### config.mk
export PLATFORM = sky130hd
export DESIGN_NAME = display_command_frame_receiver_flat
export DESIGN_NICKNAME = d
export VERILOG_FILES = /design/src/sv/dcfr_pkg.sv /design/src/sv/dcfr_if.sv /design/src/sv/dcfr_framer.sv /design/src/sv/dcfr_decoder.sv /design/src/sv/display_command_frame_receiver.sv /design/src/flat_wrapper.sv
export SDC_FILE = /design/constraint.sdc
export NUM_CORES = 1
export LEC_CHECK = 0
export ABC_AREA = 1
export BUFFER_PORTS_ARGS = -buffer_cell sky130_fd_sc_hd__buf_2
export CORE_MARGIN = 8
export CORE_UTILIZATION = 57
export CTS_CLUSTER_SIZE = 10
export DETAILED_ROUTE_END_ITERATION = 7
export GPL_ROUTABILITY_DRIVEN = 0
export PLACE_DENSITY_LB_ADDON = 0.2
export SLEW_MARGIN = 10
export SYNTH_ARGS = -nofsm -noshare
export SYNTH_HDL_FRONTEND = slang
export SYNTH_SLANG_ARGS = --single-unit
### constraint.sdc
create_clock -name clk -period 1.9 [get_ports clk]
set_input_delay 0.19 -clock clk [delete_from_list [all_inputs] [get_ports clk]]
set_output_delay 0.19 -clock clk [all_outputs]
set_load 0.03 [all_outputs]
### src/sv/dcfr_pkg.sv
// Package for the display command frame receiver.
// Holds shared constants, level codes and the framer status struct.
// No dependencies.
package dcfr_pkg;

    localparam int unsigned FRAME_LEN_DEF = 7;

    localparam logic [7:0] START_BYTE_RST = 8'h59;

    // Request kinds
    localparam logic REQ_BYTE = 1'b0;
    localparam logic REQ_TICK = 1'b1;

    // Control byte fields
    localparam logic [7:0] LEVEL_MASK  = 8'hDE;
    localparam logic [7:0] LIGHTS_BIT  = 8'h01;
    localparam logic [7:0] WALK_BIT    = 8'h20;

    // Masked level codes
    localparam logic [7:0] CODE_OFF   = 8'h10;
    localparam logic [7:0] CODE_LOW   = 8'h80;
    localparam logic [7:0] CODE_ECO   = 8'h40;
    localparam logic [7:0] CODE_TOUR  = 8'h02;
    localparam logic [7:0] CODE_SPORT = 8'h04;
    localparam logic [7:0] CODE_TURBO = 8'h08;

    // Assist levels
    localparam logic [2:0] LVL_OFF   = 3'd0;
    localparam logic [2:0] LVL_ECO   = 3'd1;
    localparam logic [2:0] LVL_TOUR  = 3'd2;
    localparam logic [2:0] LVL_SPORT = 3'd3;
    localparam logic [2:0] LVL_TURBO = 3'd4;

    localparam logic [7:0] SILENCE_MAX = 8'hFF;

    // Framer result for one accepted item
    typedef struct packed {
        logic       done;     // item completed a frame
        logic       ok;       // checksum matched
        logic       good;     // accepted item closed a good frame
        logic [7:0] control;  // control byte of the current frame
    } frm_status_t;

endpackage

### src/sv/dcfr_if.sv
// Handshake channels of the display command frame receiver.
// Request channel carries bytes and ticks; response channel carries status.
// No dependencies.
interface dcfr_req_if;
    logic       valid;
    logic       ready;
    logic       req_type;
    logic [7:0] rx_byte;

    modport source (output valid, output req_type, output rx_byte, input ready);
    modport sink   (input valid, input req_type, input rx_byte, output ready);
endinterface

interface dcfr_rsp_if;
    logic       valid;
    logic       ready;
    logic       frame_done;
    logic       frame_ok;
    logic       lights_request;
    logic       walk_request;
    logic [2:0] assist_level;
    logic       assist_low;
    logic [7:0] silence_count;

    modport source (output valid, output frame_done, output frame_ok,
                    output lights_request, output walk_request, output assist_level,
                    output assist_low, output silence_count, input ready);
    modport sink   (input valid, input frame_done, input frame_ok,
                    input lights_request, input walk_request, input assist_level,
                    input assist_low, input silence_count, output ready);
endinterface

### src/sv/dcfr_framer.sv
// Frame hunter and gatherer: start byte search, byte count, checksum.
// Depends on dcfr_pkg.
module dcfr_framer
    import dcfr_pkg::*;
#(
    parameter int unsigned FRAME_LEN = FRAME_LEN_DEF
)
(
    input  logic        clk,
    input  logic        rst_n,
    input  logic        cfg_we,
    input  logic [7:0]  cfg_wdata,
    input  logic        accept,
    input  logic        req_type,
    input  logic [7:0]  rx_byte,
    output frm_status_t status
);

    localparam int unsigned CntW = $clog2(FRAME_LEN);
    localparam logic [CntW-1:0] LastIdx = CntW'(FRAME_LEN - 1);

    logic [7:0]      start_byte_reg;
    logic            collecting_reg, collecting_next;
    logic [CntW-1:0] count_reg, count_next;
    logic [7:0]      sum_reg, sum_next;
    logic [7:0]      control_reg, control_next;
    logic            done_reg, done_next;
    logic            ok_reg, ok_next;

    always_comb
    begin
        collecting_next = collecting_reg;
        count_next      = count_reg;
        sum_next        = sum_reg;
        control_next    = control_reg;
        done_next       = 1'b0;
        ok_next         = 1'b0;
        if (req_type == REQ_BYTE)
        begin
            if (!collecting_reg)
            begin
                if (rx_byte == start_byte_reg)
                begin
                    sum_next        = rx_byte;
                    count_next      = CntW'(1);
                    collecting_next = 1'b1;
                end
                else
                begin
                    count_next = '0;
                end
            end
            else if (count_reg >= LastIdx)
            begin
                // last byte holds the checksum
                done_next       = 1'b1;
                ok_next         = (sum_reg == rx_byte);
                collecting_next = 1'b0;
                count_next      = '0;
            end
            else
            begin
                if (count_reg == CntW'(1))
                begin
                    control_next = rx_byte;
                end
                sum_next   = sum_reg + rx_byte;
                count_next = count_reg + CntW'(1);
            end
        end
    end

    always_ff @(posedge clk or negedge rst_n)
    begin
        if (!rst_n)
        begin
            start_byte_reg <= START_BYTE_RST;
            collecting_reg <= 1'b0;
            count_reg      <= '0;
            sum_reg        <= '0;
            control_reg    <= '0;
            done_reg       <= 1'b0;
            ok_reg         <= 1'b0;
        end
        else
        begin
            if (cfg_we)
            begin
                start_byte_reg <= cfg_wdata;
            end
            if (accept)
            begin
                collecting_reg <= collecting_next;
                count_reg      <= count_next;
                sum_reg        <= sum_next;
                control_reg    <= control_next;
                done_reg       <= done_next;
                ok_reg         <= ok_next;
            end
        end
    end

    assign status.done    = done_reg;
    assign status.ok      = ok_reg;
    assign status.good    = accept && done_next && ok_next;
    assign status.control = control_reg;

endmodule

### src/sv/dcfr_decoder.sv
// Control byte decoder and silence counter; holds the reported status.
// Depends on dcfr_pkg.
module dcfr_decoder
    import dcfr_pkg::*;
(
    input  logic        clk,
    input  logic        rst_n,
    input  logic        accept,
    input  logic        req_type,
    input  frm_status_t status,
    output logic        lights_request,
    output logic        walk_request,
    output logic [2:0]  assist_level,
    output logic        assist_low,
    output logic [7:0]  silence_count
);

    logic       lights_reg, lights_next;
    logic       walk_reg, walk_next;
    logic [2:0] level_reg, level_next;
    logic       low_reg, low_next;
    logic [7:0] silence_reg, silence_next;
    logic [7:0] masked;

    assign masked = status.control & LEVEL_MASK;

    always_comb
    begin
        lights_next  = lights_reg;
        walk_next    = walk_reg;
        level_next   = level_reg;
        low_next     = low_reg;
        silence_next = silence_reg;
        if (req_type == REQ_TICK)
        begin
            if (silence_reg != SILENCE_MAX)
            begin
                silence_next = silence_reg + 8'd1;
            end
        end
        else if (status.good)
        begin
            silence_next = '0;
            lights_next  = |(status.control & LIGHTS_BIT);
            walk_next    = |(status.control & WALK_BIT);
            low_next     = 1'b0;
            // unmatched mask: keep the level
            case (masked)
                CODE_OFF:   level_next = LVL_OFF;
                CODE_LOW:
                begin
                    level_next = LVL_ECO;
                    low_next   = 1'b1;
                end
                CODE_ECO:   level_next = LVL_ECO;
                CODE_TOUR:  level_next = LVL_TOUR;
                CODE_SPORT: level_next = LVL_SPORT;
                CODE_TURBO: level_next = LVL_TURBO;
                default:    level_next = level_reg;
            endcase
        end
    end

    always_ff @(posedge clk or negedge rst_n)
    begin
        if (!rst_n)
        begin
            lights_reg  <= 1'b0;
            walk_reg    <= 1'b0;
            level_reg   <= LVL_OFF;
            low_reg     <= 1'b0;
            silence_reg <= '0;
        end
        else if (accept)
        begin
            lights_reg  <= lights_next;
            walk_reg    <= walk_next;
            level_reg   <= level_next;
            low_reg     <= low_next;
            silence_reg <= silence_next;
        end
    end

    assign lights_request = lights_reg;
    assign walk_request   = walk_reg;
    assign assist_level   = level_reg;
    assign assist_low     = low_reg;
    assign silence_count  = silence_reg;

endmodule

### src/sv/display_command_frame_receiver.sv
// State and result registers update together on accept and drive rsp in the next cycle.
// Throughput: one item per cycle while req.ready is high.
// req.ready stays high while the result register is empty or being taken.
// Reset (rst_n low, asynchronous) returns to hunting, clears status and silence count,
// and loads start byte 0x59.
module display_command_frame_receiver
    import dcfr_pkg::*;
#(
    parameter int unsigned FRAME_LEN = FRAME_LEN_DEF
)
(
    input  logic        clk,
    input  logic        rst_n,
    input  logic        cfg_we,
    input  logic [7:0]  cfg_wdata,
    dcfr_req_if.sink    req,
    dcfr_rsp_if.source  rsp
);

    logic        accept;
    logic        valid_reg, valid_next;
    frm_status_t status;

    assign req.ready = !valid_reg || rsp.ready;
    assign accept    = req.valid && req.ready;

    always_comb
    begin
        valid_next = valid_reg;
        if (accept)
        begin
            valid_next = 1'b1;
        end
        else if (rsp.ready)
        begin
            valid_next = 1'b0;
        end
    end

    always_ff @(posedge clk or negedge rst_n)
    begin
        if (!rst_n)
        begin
            valid_reg <= 1'b0;
        end
        else
        begin
            valid_reg <= valid_next;
        end
    end

    dcfr_framer #(
        .FRAME_LEN (FRAME_LEN)
    ) u_framer (
        .clk       (clk),
        .rst_n     (rst_n),
        .cfg_we    (cfg_we),
        .cfg_wdata (cfg_wdata),
        .accept    (accept),
        .req_type  (req.req_type),
        .rx_byte   (req.rx_byte),
        .status    (status)
    );

    dcfr_decoder u_decoder (
        .clk            (clk),
        .rst_n          (rst_n),
        .accept         (accept),
        .req_type       (req.req_type),
        .status         (status),
        .lights_request (rsp.lights_request),
        .walk_request   (rsp.walk_request),
        .assist_level   (rsp.assist_level),
        .assist_low     (rsp.assist_low),
        .silence_count  (rsp.silence_count)
    );

    assign rsp.valid      = valid_reg;
    assign rsp.frame_done = status.done;
    assign rsp.frame_ok   = status.ok;

`ifndef SYNTHESIS
    // a good frame always clears the silence count it reports
    assert property (@(posedge clk) disable iff (!rst_n)
        rsp.valid && rsp.frame_ok |-> rsp.frame_done && rsp.silence_count == 8'd0)
        else $error("good frame with nonzero silence count");

    // a tick advances the silence count, saturating
    assert property (@(posedge clk) disable iff (!rst_n)
        accept && req.req_type == REQ_TICK |=>
            (rsp.silence_count == SILENCE_MAX && $past(rsp.silence_count) == SILENCE_MAX) ||
            (rsp.silence_count == $past(rsp.silence_count) + 8'd1))
        else $error("tick did not advance silence count");

    // a tick never completes a frame
    assert property (@(posedge clk) disable iff (!rst_n)
        accept && req.req_type == REQ_TICK |=> !rsp.frame_done && !rsp.frame_ok)
        else $error("tick reported a frame");

    // status only moves when an item is accepted
    assert property (@(posedge clk) disable iff (!rst_n)
        !accept |=> $stable(rsp.silence_count) && $stable(rsp.assist_level))
        else $error("status changed without an item");
`endif

endmodule

### src/flat_wrapper.sv
// flat-port wrapper written by rule: the top's interface ports become plain ports
module display_command_frame_receiver_flat import dcfr_pkg::*;
#(
    parameter int unsigned FRAME_LEN = FRAME_LEN_DEF
)
  (clk, rst_n, cfg_we, cfg_wdata, req_valid, req_req_type, req_rx_byte, req_ready, rsp_valid, rsp_frame_done, rsp_frame_ok, rsp_lights_request, rsp_walk_request, rsp_assist_level, rsp_assist_low, rsp_silence_count, rsp_ready);
  dcfr_req_if req_i ();
  dcfr_rsp_if rsp_i ();
  input  logic clk;
  input  logic rst_n;
  input  logic cfg_we;
  input  logic [7:0] cfg_wdata;
  input wire logic [$bits(req_i.valid)-1:0] req_valid;
  input wire logic [$bits(req_i.req_type)-1:0] req_req_type;
  input wire logic [$bits(req_i.rx_byte)-1:0] req_rx_byte;
  output wire logic [$bits(req_i.ready)-1:0] req_ready;
  output wire logic [$bits(rsp_i.valid)-1:0] rsp_valid;
  output wire logic [$bits(rsp_i.frame_done)-1:0] rsp_frame_done;
  output wire logic [$bits(rsp_i.frame_ok)-1:0] rsp_frame_ok;
  output wire logic [$bits(rsp_i.lights_request)-1:0] rsp_lights_request;
  output wire logic [$bits(rsp_i.walk_request)-1:0] rsp_walk_request;
  output wire logic [$bits(rsp_i.assist_level)-1:0] rsp_assist_level;
  output wire logic [$bits(rsp_i.assist_low)-1:0] rsp_assist_low;
  output wire logic [$bits(rsp_i.silence_count)-1:0] rsp_silence_count;
  input wire logic [$bits(rsp_i.ready)-1:0] rsp_ready;
  assign req_i.valid = req_valid;
  assign req_i.req_type = req_req_type;
  assign req_i.rx_byte = req_rx_byte;
  assign req_ready = req_i.ready;
  assign rsp_valid = rsp_i.valid;
  assign rsp_frame_done = rsp_i.frame_done;
  assign rsp_frame_ok = rsp_i.frame_ok;
  assign rsp_lights_request = rsp_i.lights_request;
  assign rsp_walk_request = rsp_i.walk_request;
  assign rsp_assist_level = rsp_i.assist_level;
  assign rsp_assist_low = rsp_i.assist_low;
  assign rsp_silence_count = rsp_i.silence_count;
  assign rsp_i.ready = rsp_ready;
  display_command_frame_receiver #(.FRAME_LEN(FRAME_LEN)) u_core (.clk(clk), .rst_n(rst_n), .cfg_we(cfg_we), .cfg_wdata(cfg_wdata), .req(req_i), .rsp(rsp_i));
endmodule
[After elaboration in Yosys (flattened, before gate mapping)]
Index checks and enable logic that the tools add are counted.
Storage, ports and cells
  register bits: 45
  word-level logic and storage cells: 69
  output and inout port bits: 18
  input bits: 22
Operators by class
  magnitude comparators: 1
  reduce and logical (&&, ||, !) cells: 16
  muxes and demuxes: 22
  bitwise operators: 2
  $add $sub $neg: 3
  equal/unequal tests: 12
Operators by type and width (number)
  two-way mux 8 bit: 6
  == test 8 bit: 2
  case mux 3 bit (5 select lines): 1
  two-way mux 1 bit: 13
  adder 8 x 1 -> 8 bit, second input constant: 1
  adder 8 bit: 1
  inequality test 8 bit, second input constant: 1
  AND reduction 4 bit: 2
  == test 6 x 1 -> 1 bit, second input constant: 1
  == test 6 x 2 -> 1 bit, second input constant: 1
  == test 6 x 3 -> 1 bit, second input constant: 1
  == test 6 x 4 -> 1 bit, second input constant: 1
  == test 6 x 5 -> 1 bit, second input constant: 1
  == test 6 bit, second input constant: 1
  two-way mux 3 bit: 2
  AND reduction 3 bit: 2
  nonzero test 2 bit: 3
  AND reduction 5 bit: 1
  nonzero test 5 bit: 1
  adder 3 x 1 -> 3 bit, second input constant: 1
  == test 3 x 1 -> 1 bit, second input constant: 1
  greater-or-equal comparator 3 bit, second input constant: 1
  logical AND 1 bit: 3
  inequality test 2 x 1 -> 1 bit, second input constant: 1
  6 further kinds: 7

[Depth between registers and ports, before layout]
  word-level depth: 8
  mapped depth: 11
  mapped depth without buffers: 11

[Modules after synthesis]
Synthesis repeated with hierarchy kept, for this count alone.
Unflattened totals
  cells, all modules: 342
  area total of the unflattened synthesis: 2668.8 µm²
Modules (own cells, without submodules)
  dcfr_framer: area an instance 1789.2 µm², instances 1, cells an instance 218, sequential area each 755.7 µm²
  dcfr_decoder: area an instance 834.6 µm², instances 1, cells an instance 118, sequential area each 350.3 µm²
  display_command_frame_receiver: area an instance 45.0 µm², instances 1, cells an instance 6, sequential area each 25.0 µm²

[Least setup slack after synthesis]
No wires, ideal clock.
  path type: register -> register
  start: reg u_core.u_framer.sum_reg[4]
  end: reg u_core.u_decoder.silence_reg[3], in the netlist u_core.u_decoder.silence_count[3]
  slack: 0.320 ns
  arrival: 1.462 ns
  path buffers: 0
  cell stages (with the launch flop): 10
  required time: 1.781 ns
  cell sequence: dfrtp_1 -> ha_1 -> inv_1 -> nand4_1 -> nor2_4 -> nand4_4 -> nand2_4 -> nand2_4 -> nand2_1 -> nand2_1
Between the ends
  longest elaborated chain between the ends: 7
Ends and longest elaborated chain
  start, declared: line dcfr_framer.sv:25  | logic [7:0] sum_reg, sum_next;
  start signal, assigned: line dcfr_framer.sv:95  | sum_reg <= sum_next;
  == test 8 bit: line dcfr_framer.sv:57  | ok_next = (sum_reg == rx_byte);
  two-way mux 1 bit: line dcfr_framer.sv:53  | else if (count_reg >= LastIdx)
  two-way mux 1 bit: line dcfr_framer.sv:40  | if (!collecting_reg)
  two-way mux 1 bit: line dcfr_framer.sv:38  | if (req_type == REQ_BYTE)
  logical AND 1 bit: line dcfr_framer.sv:105  | assign status.good = accept && done_next && ok_next;
  nonzero test 2 bit (no source line)
  AND reduction 3 bit (no source line)
  end signal, assigned: line dcfr_decoder.sv:80  | silence_reg <= silence_next;
  end, declared: line dcfr_decoder.sv:22  | logic [7:0] silence_reg, silence_next;
Every way passes these cells.
A chain may end at the register's enable or synchronous reset.

[Worst setup path after layout]
  start: reg u_core.u_framer.sum_reg[5]
  end: reg u_core.u_decoder.silence_reg[4], in the netlist u_core.u_decoder.silence_count[4]
The elaborated chain is that of the path after synthesis.

==> flow_summary.ini <==
[floorplan]
num_io_pins = 40
floorplan.initialDensity_pct = 58.6
core-area_sq_um = 4690
die-area_sq_um = 7300
die_w_um = 85.4
die-height_um = 85.4
core.rowCount = 25

[cts]
post_cts_resized = 0
clkSlewWorstSetupHoldPaths_ps = 90
cts_sinks = 45
ctsRootBufferMaster = sky130_fd_sc_hd__clkbuf_8
clock_tree.buffer_depth = 2
cts_tree = yes
htree_levels = 2
clock_latency_ps = 300
tritoncts.num_buffers = 5

[yosys]
syn_nets = 392
netlist_top_cells_area = sky130_fd_sc_hd__dfrtp_1 (37%), sky130_fd_sc_hd__nand2_1 (17%), sky130_fd_sc_hd__nand3_1 (6.9%)
synth.lib_cells_used.distinct = 33
post_synth_most_frequent_cells = sky130_fd_sc_hd__nand2_1 (121), sky130_fd_sc_hd__dfrtp_1 (41), sky130_fd_sc_hd__inv_1 (41)
post_synth_xor_area_fraction_pct = 2.87
total_of_warnings_raised_by_yosys = 0
portion_of_the_post_synthesis_area_used_by_sequential_elements_pct = 41.1
synthSimpleGateAreaFrac_pct = 36.0
netlist_instances = 359
synth-compound-area-share_pct = 5.83
synth.most_common_cell = sky130_fd_sc_hd__nand2_1
synth_top_flop_cell = sky130_fd_sc_hd__dfrtp_1
syn-cell-area_sq_um = 2750
synth_adder_area_share_pct = 5.28
mean_post_synth_cell_area_sq_um = 7.66
synthDominantCellAreaShare_pct = 37.3
synth.ff_latch_count = 45
synthMuxAreaShare_pct = 1.64
cell_type_with_the_largest_total_area_after_synthesis = sky130_fd_sc_hd__dfrtp_1
number_of_flops_mapped_to_enable_cells_by_yosys = 0
asr_flop_ratio_synth_pct = 100
combinational_family_with_the_most_area_after_synthesis = simple AND/OR/NAND/NOR gates

[global_route]
globalRoute.totalOverflow = 0
gr-usage-met1_pct = 22.8
wire_length_of_the_first_global_routing_pass_um = 10900
grt_start_max_net_pins = 46
grt.met2_usage_pct = 28.5
antenna_found_initial = 0
groute.usage.overall_pct = 18.3
grt_pass1_vias = 2410
use_met3_pct = 4.54
grt_most_used_layer = met2

[final_layout]
fillerInstances = 408
finalNetCount = 438
area_growth_syn_to_layout_pct = 13.8
antenna_cells = 0
final-instance-count-excl-fill = 460
proportion_of_layout_cells_with_a_drive_suffix_above_1_pct = 19.7
finish.utilization_pct = 66.7

[sta]
hold_viol_final = 0
layout_min_cycle_time_ps = 1740
setup-tns-final_ps = 0
holdWs_ps = 97.3
worst-slew-pin-transition_ps = 566
grt_setup_unrepaired = false
timing.clock.skew_ps = 4.63
maxClockFrequency_mhz = 575
period_share_pct = 91.5
setup_viol = 0
final_slew_violations = 0
timing.max_slew.rel_slack_pct = 62.3

[power]
p_per_area_nw_per_um2 = 1050
max-vdd-ir-drop_v = 0.000666
sw_frac_of_total_pct = 40.7
power.share.sequential_pct = 41.2
p_sw_mw = 1.34
leakage_nw = 1.73
cell_internal_pwr_mw = 1.95
share_comb_of_total_power_pct = 39.6
power.share.clock_pct = 19.2
power.total_mw = 3.29

[critical_path]
worst_setup_path_end_kind = register
critPathRequiredTime_ps = 2150
arrival_ps = 1980
path_cells = ha_1 -> inv_1 -> nand4_1 -> nor2_4 -> nand4_4 -> nand2_4 -> buf_12 -> nand3_1 -> nand2_1
cp_slowest_cell = sky130_fd_sc_hd__dfrtp_1
critPathLaunchType = register
critical_path_peak_fanout = 6
crit_end = u_core.u_decoder.silence_count[4]$_DFFE_PN0P_
critical_path.reg2reg.endpoint = u_core.u_decoder.silence_count[4]$_DFFE_PN0P_
worst-r2r-cell-count = 9
reg2reg_setup_slack_ps = 160
crit-reg2reg-launch = u_core.u_framer.sum_reg[5]$_DFFE_PN0P_
cp_slowest_stage_delay_ps = 390
worst_setup_path_startpoint = u_core.u_framer.sum_reg[5]$_DFFE_PN0P_
setup.worst_path.class = register to register

[routing]
avgViaCountPerCell = 5.25
avgRoutedWirePerCell_um = 13.5
detail_route.iter0.violations = 107
finalWirelength_um = 6200
drc = 0
drt_pass1_iterations = 4
detailroute.via_count = 2415
ant_nets = 0

[run]
max-cap-violations = 0

[placed_design]
hpwl_um = 4760
port-buffer-count = 39
post-place-cells = 450

[run_status]
status = complete, no violations

[min_path]
worst_hold_path_class = input port to register
-- cell usage in the layout, fill, tap and decap left out, drive strengths merged --
cell type / count
nor3: 3
dlygate4sd3: 1
nor2: 29
xnor2: 1
inv: 44
a211oi: 1
nand3b: 2
mux2: 4
buf: 43
a31oi: 2
ha: 10
clkinvlp: 1
dfrtp: 41
dfstp: 4
nand4: 6
or2: 1
nand2: 129
o21ai: 23
xor2: 8
fa: 1
nand3: 39
clkinv: 1
a21oi: 5
clkbuf: 7
-- per-stage QoR --
stage | worst slack (ps) | area, sq um
4_1_cts | 126 | 3110
3_3_place_gp | 225 | 3010
6_report | 161 | 3130
5_1_grt | 7.56 | 3130
3_5_place_dp | 141 | 3010
2_1_floorplan | 320 | 2750
-- critical path: cells and delay by family, from the launching register on --
kind                     cells  cell delay, ps
AND/OR/NAND/NOR              6             740
flip-flops                   1             390
adder cells (fa/ha/maj)      1             350
buffers and inverters        2             210
-- what timing repair did --
item	CTS	global route
hold endpoints to repair	41	0
hold buffers	1	0
buffers inserted	0	1
endpoints found under the setup margin	0	6
-- worst min path at each step --
| stage | endpoint | start | slack, ps | cells past startpoint |
|---|---|---|---|---|
| 6_report | u_core.u_framer.start_byte_reg[7]$_DFFE_PN0P_ | cfg_wdata[7] | 100 | 3 |
| 5_1_grt | u_core.u_framer.start_byte_reg[7]$_DFFE_PN0P_ | cfg_wdata[7] | 100 | 3 |
| 4_1_cts | u_core.u_framer.start_byte_reg[5]$_DFFE_PN0P_ | cfg_wdata[5] | 90 | 3 |
| 3_5_place_dp | u_core.u_decoder.assist_level[2]$_DFFE_PN0P_ | rst_n | 310 | 2 |
| 3_3_place_gp | u_core.u_decoder.assist_level[2]$_DFFE_PN0P_ | rst_n | 310 | 2 |
| 2_1_floorplan | u_core.rsp.valid$_DFFE_PN0P_ | rst_n | -110 | 0 |
-- power groups by stage --
stage / Clock (mW) / Sequential [mW] / Combinational (mW)
2_1_floorplan: 0 / 1.34 / 1.00
3_3_place_gp: 0 / 1.35 / 1.26
3_5_place_dp: 0 / 1.37 / 1.29
4_1_cts: 0.648 / 1.35 / 1.30
5_1_grt: 0.680 / 1.38 / 1.51
6_report: 0.632 / 1.35 / 1.30
-- layer usage --
| metal | vias up | part of all wire [%] |
|---|---|---|
| met5 | - | 0 |
| met4 | 0 | 4.2 |
| met3 | 19 | 6.3 |
| met2 | 73 | 44 |
| met1 | 1087 | 45 |
| li1 | 1236 | - |
-- final cells by class --
cell class                      count  area, sq um  area share [%]
Multi-Input combinational cell    264         1420            45.3
Sequential cell                    45         1130            36.1
Timing Repair Buffer               44          248            7.92
Inverter                           45          171            5.48
Clock buffer                        7         86.3            2.76
Tap cell                           54         67.6            2.16
Clock inverter                      1         7.51           0.240
-- kinds of logic after synthesis --
kind of cell	Yosys count
AO/OA/AOI/OAI	31
flip-flops	45
XOR/XNOR	9
buffers and inverters	50
AND/OR/NAND/NOR	209
adder cells (fa/ha/maj)	11
multiplexers	4
Power figures use the tool's default switching activity.
